### src/design/tspf_pkg.sv
// Constants for the transport stream PID filter.
// No dependencies.
`timescale 1ns / 1ps
`default_nettype none

package tspf_pkg;

    localparam int PACKET_BYTES = 188;
    localparam int POS_W        = $clog2(PACKET_BYTES);
    localparam int OFS_W        = $clog2(PACKET_BYTES + 1);
    localparam int PID_W        = 13;

    localparam logic [7:0] SYNC_BYTE    = 8'h47;
    localparam logic [7:0] FLAG_ADAPT   = 8'h20;
    localparam logic [7:0] FLAG_PAYLOAD = 8'h10;
    localparam logic [7:0] FLAG_USTART  = 8'h40;
    localparam logic [PID_W-1:0] PID_RESET = 13'h1100;

    // Largest adaptation field length that still fits in the packet.
    localparam logic [7:0] ADAPT_MAX = 8'(PACKET_BYTES - 5);

    localparam logic [POS_W-1:0] POS_LAST = POS_W'(PACKET_BYTES - 1);
    localparam logic [OFS_W-1:0] OFS_HDR  = OFS_W'(4);

    // tuser bit positions on the output side
    localparam int TUSER_USTART = 0;
    localparam int TUSER_FIRST  = 1;
    localparam int TUSER_W      = 2;

endpackage

`default_nettype wire

### src/design/ts_packet_pid_filter.sv
// Output: a payload byte appears from the output register in the cycle after its input transfer.
// Throughput: one byte per cycle; the output register frees s_axis_tready whenever
// it is empty or being drained in the same cycle.
// Reset: hunting for sync, output empty, wanted PID 0x1100.
// Depends on tspf_pkg.
`timescale 1ns / 1ps
`default_nettype none

module ts_packet_pid_filter (
    input  wire                         clk,
    input  wire                         rst_n,
    input  wire                         cfg_wr_en,
    input  wire [tspf_pkg::PID_W-1:0]   cfg_wr_data,    // wanted_pid
    input  wire                         s_axis_tvalid,
    output logic                        s_axis_tready,
    input  wire [7:0]                   s_axis_tdata,   // ts_byte
    output logic                        m_axis_tvalid,
    input  wire                         m_axis_tready,
    output logic [7:0]                  m_axis_tdata,   // payload_byte
    output logic [tspf_pkg::TUSER_W-1:0] m_axis_tuser,  // unit_start, first_of_packet
    output logic                        m_axis_tlast    // last_of_packet
);

    logic [tspf_pkg::PID_W-1:0] pid_reg;
    logic [tspf_pkg::POS_W-1:0] pos_reg, pos_next;
    logic                       in_pkt_reg, in_pkt_next;
    logic [4:0]                 pid_hi_reg, pid_hi_next;
    logic                       ustart_reg, ustart_next;
    logic                       match_reg, match_next;
    logic                       pay_reg, pay_next;
    logic                       adapt_reg, adapt_next;
    logic [tspf_pkg::OFS_W-1:0] ofs_reg, ofs_next;

    logic                       out_valid_reg, out_valid_next;
    logic [7:0]                 out_data_reg;
    logic                       out_ustart_reg, out_first_reg, out_last_reg;

    logic                       accept;
    logic                       last;
    logic                       emit;
    logic [tspf_pkg::PID_W-1:0] pid_rx;
    logic [tspf_pkg::OFS_W-1:0] pos_ext;

    assign s_axis_tready = !out_valid_reg || m_axis_tready;
    assign accept        = s_axis_tvalid && s_axis_tready;

    assign last    = (pos_reg >= tspf_pkg::POS_LAST);
    assign pos_ext = tspf_pkg::OFS_W'(pos_reg);
    assign pid_rx  = {pid_hi_reg, s_axis_tdata};

    always_comb
    begin
        pos_next    = pos_reg;
        in_pkt_next = in_pkt_reg;
        pid_hi_next = pid_hi_reg;
        ustart_next = ustart_reg;
        match_next  = match_reg;
        pay_next    = pay_reg;
        adapt_next  = adapt_reg;
        ofs_next    = ofs_reg;
        emit        = 1'b0;

        if (accept)
        begin
            if (!in_pkt_reg)
            begin
                if (s_axis_tdata == tspf_pkg::SYNC_BYTE)
                begin
                    in_pkt_next = 1'b1;
                    pos_next    = tspf_pkg::POS_W'(1);
                    pid_hi_next = '0;
                    ustart_next = 1'b0;
                    match_next  = 1'b0;
                    pay_next    = 1'b0;
                    adapt_next  = 1'b0;
                    ofs_next    = tspf_pkg::OFS_HDR;
                end
            end
            else
            begin
                priority if (pos_reg == tspf_pkg::POS_W'(1))
                begin
                    pid_hi_next = s_axis_tdata[4:0];
                    ustart_next = |(s_axis_tdata & tspf_pkg::FLAG_USTART);
                end
                else if (pos_reg == tspf_pkg::POS_W'(2))
                begin
                    match_next = (pid_rx == pid_reg);
                end
                else if (pos_reg == tspf_pkg::POS_W'(3))
                begin
                    adapt_next = |(s_axis_tdata & tspf_pkg::FLAG_ADAPT);
                    pay_next   = |(s_axis_tdata & tspf_pkg::FLAG_PAYLOAD);
                end
                else if (pos_reg == tspf_pkg::POS_W'(4) && adapt_reg)
                begin
                    // adaptation field running past the packet end drops the packet
                    if (s_axis_tdata > tspf_pkg::ADAPT_MAX)
                        match_next = 1'b0;
                    else
                        ofs_next = tspf_pkg::OFS_W'(5) + tspf_pkg::OFS_W'(s_axis_tdata);
                end
                else
                begin
                    emit = (pos_ext >= ofs_reg) && match_reg && pay_reg;
                end

                if (last)
                begin
                    in_pkt_next = 1'b0;
                    pos_next    = '0;
                end
                else
                begin
                    pos_next = pos_reg + tspf_pkg::POS_W'(1);
                end
            end
        end
    end

    always_comb
    begin
        out_valid_next = out_valid_reg;
        if (accept)
            out_valid_next = emit;
        else if (m_axis_tready)
            out_valid_next = 1'b0;
    end

    always_ff @(posedge clk or negedge rst_n)
    begin
        if (!rst_n)
        begin
            pid_reg       <= tspf_pkg::PID_RESET;
            pos_reg       <= '0;
            in_pkt_reg    <= 1'b0;
            pid_hi_reg    <= '0;
            ustart_reg    <= 1'b0;
            match_reg     <= 1'b0;
            pay_reg       <= 1'b0;
            adapt_reg     <= 1'b0;
            ofs_reg       <= tspf_pkg::OFS_HDR;
            out_valid_reg <= 1'b0;
        end
        else
        begin
            if (cfg_wr_en)
                pid_reg <= cfg_wr_data;
            pos_reg       <= pos_next;
            in_pkt_reg    <= in_pkt_next;
            pid_hi_reg    <= pid_hi_next;
            ustart_reg    <= ustart_next;
            match_reg     <= match_next;
            pay_reg       <= pay_next;
            adapt_reg     <= adapt_next;
            ofs_reg       <= ofs_next;
            out_valid_reg <= out_valid_next;
        end
    end

    // payload of the output register, loaded on every input transfer
    always_ff @(posedge clk)
    begin
        if (accept)
        begin
            out_data_reg   <= s_axis_tdata;
            out_ustart_reg <= ustart_reg;
            out_first_reg  <= (pos_ext == ofs_reg);
            out_last_reg   <= last;
        end
    end

    assign m_axis_tvalid = out_valid_reg;
    assign m_axis_tdata  = out_data_reg;
    assign m_axis_tlast  = out_last_reg;
    assign m_axis_tuser  = {out_first_reg, out_ustart_reg};

endmodule

`default_nettype wire

### config.mk
export PLATFORM = sky130hd
export DESIGN_NAME = ts_packet_pid_filter
export DESIGN_NICKNAME = d
export VERILOG_FILES = /design/src/design/tspf_pkg.sv /design/src/design/ts_packet_pid_filter.sv
export SDC_FILE = /design/constraint.sdc
export NUM_CORES = 1
export LEC_CHECK = 0
export ABC_AREA = 0
export ABC_CLOCK_PERIOD_IN_PS = 5100
export BUFFER_PORTS_ARGS = -buffer_cell sky130_fd_sc_hd__buf_2
export CAP_MARGIN = 20
export CORE_MARGIN = 1.5
export CORE_UTILIZATION = 45
export CTS_CLUSTER_SIZE = 28
export DETAILED_ROUTE_END_ITERATION = 7
export PLACE_DENSITY_LB_ADDON = 0.3
export SETUP_SLACK_MARGIN = 0.4
export SYNTH_ARGS = -nofsm -noshare
export SYNTH_HDL_FRONTEND = slang
export SYNTH_SLANG_ARGS = --single-unit
### constraint.sdc
create_clock -name clk -period 5.1 [get_ports clk]
set_clock_uncertainty 0.05 [all_clocks]
set_input_delay 1.275 -clock clk [delete_from_list [all_inputs] [get_ports clk]]
set_output_delay 1.275 -clock clk [all_outputs]
set_load 0.02 [all_outputs]
# After elaboration in Yosys (flattened, before gate mapping)
# Cells that the tools add are included.
[op_classes]
n_addsub = 2
magnitude_cmp = 3
eq_ne = 17
n_mux = 40
n_reduce_logical = 13
[ops]
columns = ["cell", "count"]
rows = [
  ["two-way mux 8 bit", 10],
  ["two-way mux 1 bit", 27],
  ["equality test 8 x 2 -> 1 bit (second input constant)", 2],
  ["two-way mux 5 bit", 3],
  ["equality test 13 bit", 1],
  ["adder 3 x 8 -> 8 bit (first input constant)", 1],
  ["adder 8 x 1 -> 8 bit (second input constant)", 1],
  ["equality test 8 x 1 -> 1 bit (second input constant)", 1],
  ["equality test 8 x 3 -> 1 bit (second input constant)", 1],
  ["equality test 8 x 7 -> 1 bit (second input constant)", 1],
  ["equality test 8 bit", 1],
  ["greater-or-equal comparator 8 bit", 1],
  ["greater-or-equal comparator 8 bit (second input constant)", 1],
  ["> comparator 8 bit (second input constant)", 1],
  ["inequality test 2 bit (second input constant)", 4],
  ["AND reduction 7 bit", 1],
  ["inequality test 2 x 1 -> 1 bit (second input constant)", 3],
  ["inequality test 3 x 1 -> 1 bit (second input constant)", 2],
  ["AND reduction 6 bit", 1],
  ["AND reduction 5 bit", 1],
  ["logical AND 1 bit", 4],
  ["nonzero test 2 bit", 2],
  ["inequality test 3 bit (second input constant)", 1],
  ["AND reduction 3 bit", 1],
  ["3 further kinds", 3],
]
[totals]
register_bits = 51
input_bits = 26
out_inout_bits = 13
elab_cells = 89

# Logic depth before layout (Yosys ltp)
[logic_depth]
ltp_word = 9
ltp_mapped = 7
depth_no_buf = 7

# Worst setup path before layout
# No wires, ideal clock.
[synth_path]
path_kind = "input to register"
startpoint = "in s_axis_tdata[4]"
endpoint = "reg ofs_reg[0] in the netlist's numbering"
setup_time_ns = 0.125
arrival_time_ns = 3.059
required_ns = 4.925
setup_slack_ns = 1.866
path_stages = 5
path_buffers = 0
path_cell_list = "or4b_1 -> o21ba_2 -> or3_4 -> a21oi_4 -> mux2_4"
[synth_between]
elab_chain_len = 3
word_cells_on_any_way = 5
classes_between = "order compare: 1; eq/ne: 2; reduce/logical: 2"
[synth_rtl]
columns = ["item", "line_no", "source"]
rows = [
  ["start: declaration", "ts_packet_pid_filter.sv:16", "input wire [7:0] s_axis_tdata,"],
  ["> comparator 8 bit or equality test 8 x 7 -> 1 bit (tied branches)", "ts_packet_pid_filter.sv:98, ts_packet_pid_filter.sv:67", ""],
  ["inequality test 2 bit (no source line) or nonzero test 2 bit (tied branches)", "-", ""],
  ["AND reduction 7 bit (no source line) (*)", "-", ""],
  ["end signal: assignment", "ts_packet_pid_filter.sv:142", "ofs_reg <= tspf_pkg::OFS_HDR;"],
  ["end signal: assignment", "ts_packet_pid_filter.sv:156", "ofs_reg <= ofs_next;"],
  ["end: declaration", "ts_packet_pid_filter.sv:32", "logic [tspf_pkg::OFS_W-1:0] ofs_reg, ofs_next;"],
]
# Mark *: on every way between the ends. The rest lies on a longest branch, timed or not.
# A chain may end at the register's enable or synchronous reset.

# Worst setup path in the final report
[layout_path]
startpoint = "in m_axis_tready"
endpoint = "out s_axis_tready"
[layout_between]
elab_chain_len = 1
[layout_rtl]
columns = ["item", "line_no", "source"]
rows = [
  ["start: declaration", "ts_packet_pid_filter.sv:18", "input wire m_axis_tready,"],
  ["logical OR 1 bit", "ts_packet_pid_filter.sv:44", "assign s_axis_tready = !out_valid_reg || m_axis_tready;"],
  ["end: declaration", "ts_packet_pid_filter.sv:15", "output logic s_axis_tready,"],
]
# No other way between the ends.

==> qor.yml <==
outcome:
  status: "complete, no violations"
timing:
  finalSetupTns_ns: 0
  hold_violations: 0
  fin_crit_sh: 0.6283
  fmax_mhz: 312.1
  setup_violations: 0
  fin_crit_ns: 3.204
  slew_headroom: 0.4182
  rsz0062_at_grt: "false"
  drv_slew: 0
  layout_setup_ws_ns: 1.896
  worstMarginPinSlew_ns: 0.8727
flow_run:
  drv_cap: 0
clocking:
  cts_made_buffers: 5
  cts.sinks: 51
  clk_pin_slew_worst_paths_ns: 0.09
  cts_buffer_depth: 2
  cts_setup_buffers: 0
  h-tree-depth: 2
  cts_resized: 0
  cts_root_buffer: "clkbuf_8"
  cts_tree: "yes"
  hold_buffers: 0
  clk_latency_ns: 0.31
layout:
  drive_gt1_frac: 0.2655
  largest_reg_flops: 13
  multi_input_area_mm2: 0.001239
  nets: 313
  diodes: 0
  final.fill_count: 520
  fin_area_mm2: 0.002998
  seq_area_mm2: 0.001335
  area_growth_pct: 11.44
  utilization: 0.5314
power_and_ir_drop:
  pwr-share-seq: 0.503
  clkPwrFrac: 0.220
  internal_power_mw: 0.7491
  vdd_drop_max_mv: 0.1353
  switching_share: 0.3257
  power_density_mw_per_mm2: 370.6
  total_power_mw: 1.111
  p_leak_nw: 1.359
  p_comb_frac: 0.278
  power_switching_mw: 0.3618
placed_design:
  portBuffers: 38
  place_ws_ns: 1.627
  hpwl_um: 4288
  gp_congestion: 0.8621
  dpl_cell_area_mm2: 0.002903
synth:
  synthCells: 238
  syn-num-nets: 277
  yosys_register_bits: 51
  netlist_top_cells_area: "dfrtp_1 (34%), edfxtp_1 (12%), ha_1 (6.0%)"
  synthXorXnorAreaFrac: 0.07814
  synth.yosys.warnings: 0
  avgSynthCellArea_um2: 11.30
  synthesis.area_mm2: 0.002690
  yosys-top-cells-count: "dfrtp_1 (37), nand2_1 (20), nor2_1 (17)"
  post-synth-top-area-fraction: 0.3442
  synth_top_family_by_area: "simple AND/OR/NAND/NOR gates"
  async_flop_share: 0.7843
  synth_area_leader_cell: "dfrtp_1"
  synth-simple-area-share: 0.1451
  yosysSeqAreaShare: 0.4963
  synth_most_common_cell: "dfrtp_1"
  synth_edf_count: 11
  ys.flop_type: "dfrtp_1"
  synth_cell_types: 52
  synth_fa_ha_area_frac: 0.06047
  synth.mux.area_fraction: 0.09535
  synth_compound_area_frac: 0.08140
hold_path:
  hp-class: "reg2reg"
  hold_depth: 0
drt:
  drc: 0
  firstDrtPassIters: 4
  drt_iter0_drc: 134
  postRouteAntennaNets: 0
  avgRoutedWirePerCell_um: 16.16
  via_per_inst: 5.447
  num_vias: 1890
  finalWirelength_um: 5608
die:
  initial_core_util: 0.4768
  ios: 39
  die_area_mm2: 0.006451
  die_h_um: 80.32
  die_w_um: 80.32
  rows: 27
  core_mm2: 0.005642
setup_path:
  critPathKind: "in2out"
  worstPathArrival_ns: 1.88
  r2r_setup_slack_ns: 2.64
  path_max_fanout: 3
  cp.required_ns: 3.77
  start_kind: "input port"
  reg2reg_depth: 6
  critPathCaptureType: "output port"
global_routing:
  grt_max_degree: 41
  antenna_found_initial: 0
  globalRoute.totalOverflow: 0
  grt_usage: 0.1881
  grt_pass1_wl_um: 9045
  grt_pass1_vias: 1833
through the flow:
stage,instances,hold slack [ns]
finish,347,0.4177
global route,347,0.4294
CTS,347,0.4171
detailed placement,339,0.3954
global placement,339,0.4017
floorplan,238,0.3753
layer usage:
metal / share of wire / routed length, um / GRT usage
met5: 0 / 0 / 0
met4: 0.017 / 97 / 0.07931
met3: 0.047 / 264 / 0.03295
met2: 0.44 / 2468 / 0.2731
met1: 0.50 / 2778 / 0.2749
power groups by stage:
stage / registers (mW) / logic (mW) / clock network (mW)
after global placement: 0.564 / 0.301 / 0
after CTS: 0.557 / 0.309 / 0.248
after global routing: 0.568 / 0.352 / 0.262
after floorplan: 0.544 / 0.241 / 0
final: 0.558 / 0.308 / 0.244
after detailed placement: 0.565 / 0.308 / 0
cell usage in the layout (no fill, tap or decap), drive strengths merged, types with 2 or more instances in the layout:
cell / n
nor2: 17
nor4: 7
xnor2: 9
xor2: 15
nand3: 5
nand3b: 2
nand4: 4
o21ai: 7
inv: 13
dfstp: 3
buf: 38
nand2: 21
a22o: 6
mux2i: 8
nor3: 5
a21oi: 6
mux2: 15
o21a: 2
edfxtp: 11
clkbuf: 7
ha: 13
and3: 4
dfrtp: 37
worst paths after layout:
| kind | startpoint | endpoint |
|---|---|---|
| worst min register to register | ustart_reg | out_ustart_reg |
| max in group asynchronous | rst_n | match_reg |
| worst min-delay path | ustart_reg | out_ustart_reg |
| min in group asynchronous | rst_n | ofs_reg[6] |
| worst max-delay path | m_axis_tready | s_axis_tready |
| worst max register to register | m_axis_tvalid | pid_hi_reg[2] |
critical path, cell delays in order:
cell,delay [ns]
buf_2,0.10
or2b_2,0.33
buf_2,0.18
area by class of cell:
class | instances | area share
clock buffer | 7 | 0.02880
clock inverter | 1 | 0.002922
inverter | 13 | 0.01628
multi-input combinational | 165 | 0.4132
sequential | 51 | 0.4453
tap | 72 | 0.03005
timing repair buffer | 38 | 0.06344
cell families after synthesis:
family | Yosys count
simple gates | 75
mux | 23
buf+inv | 22
compound gates | 30
fa+ha+maj | 13
xor+xnor | 24
flops | 51
(Power assumes the default switching activity.)
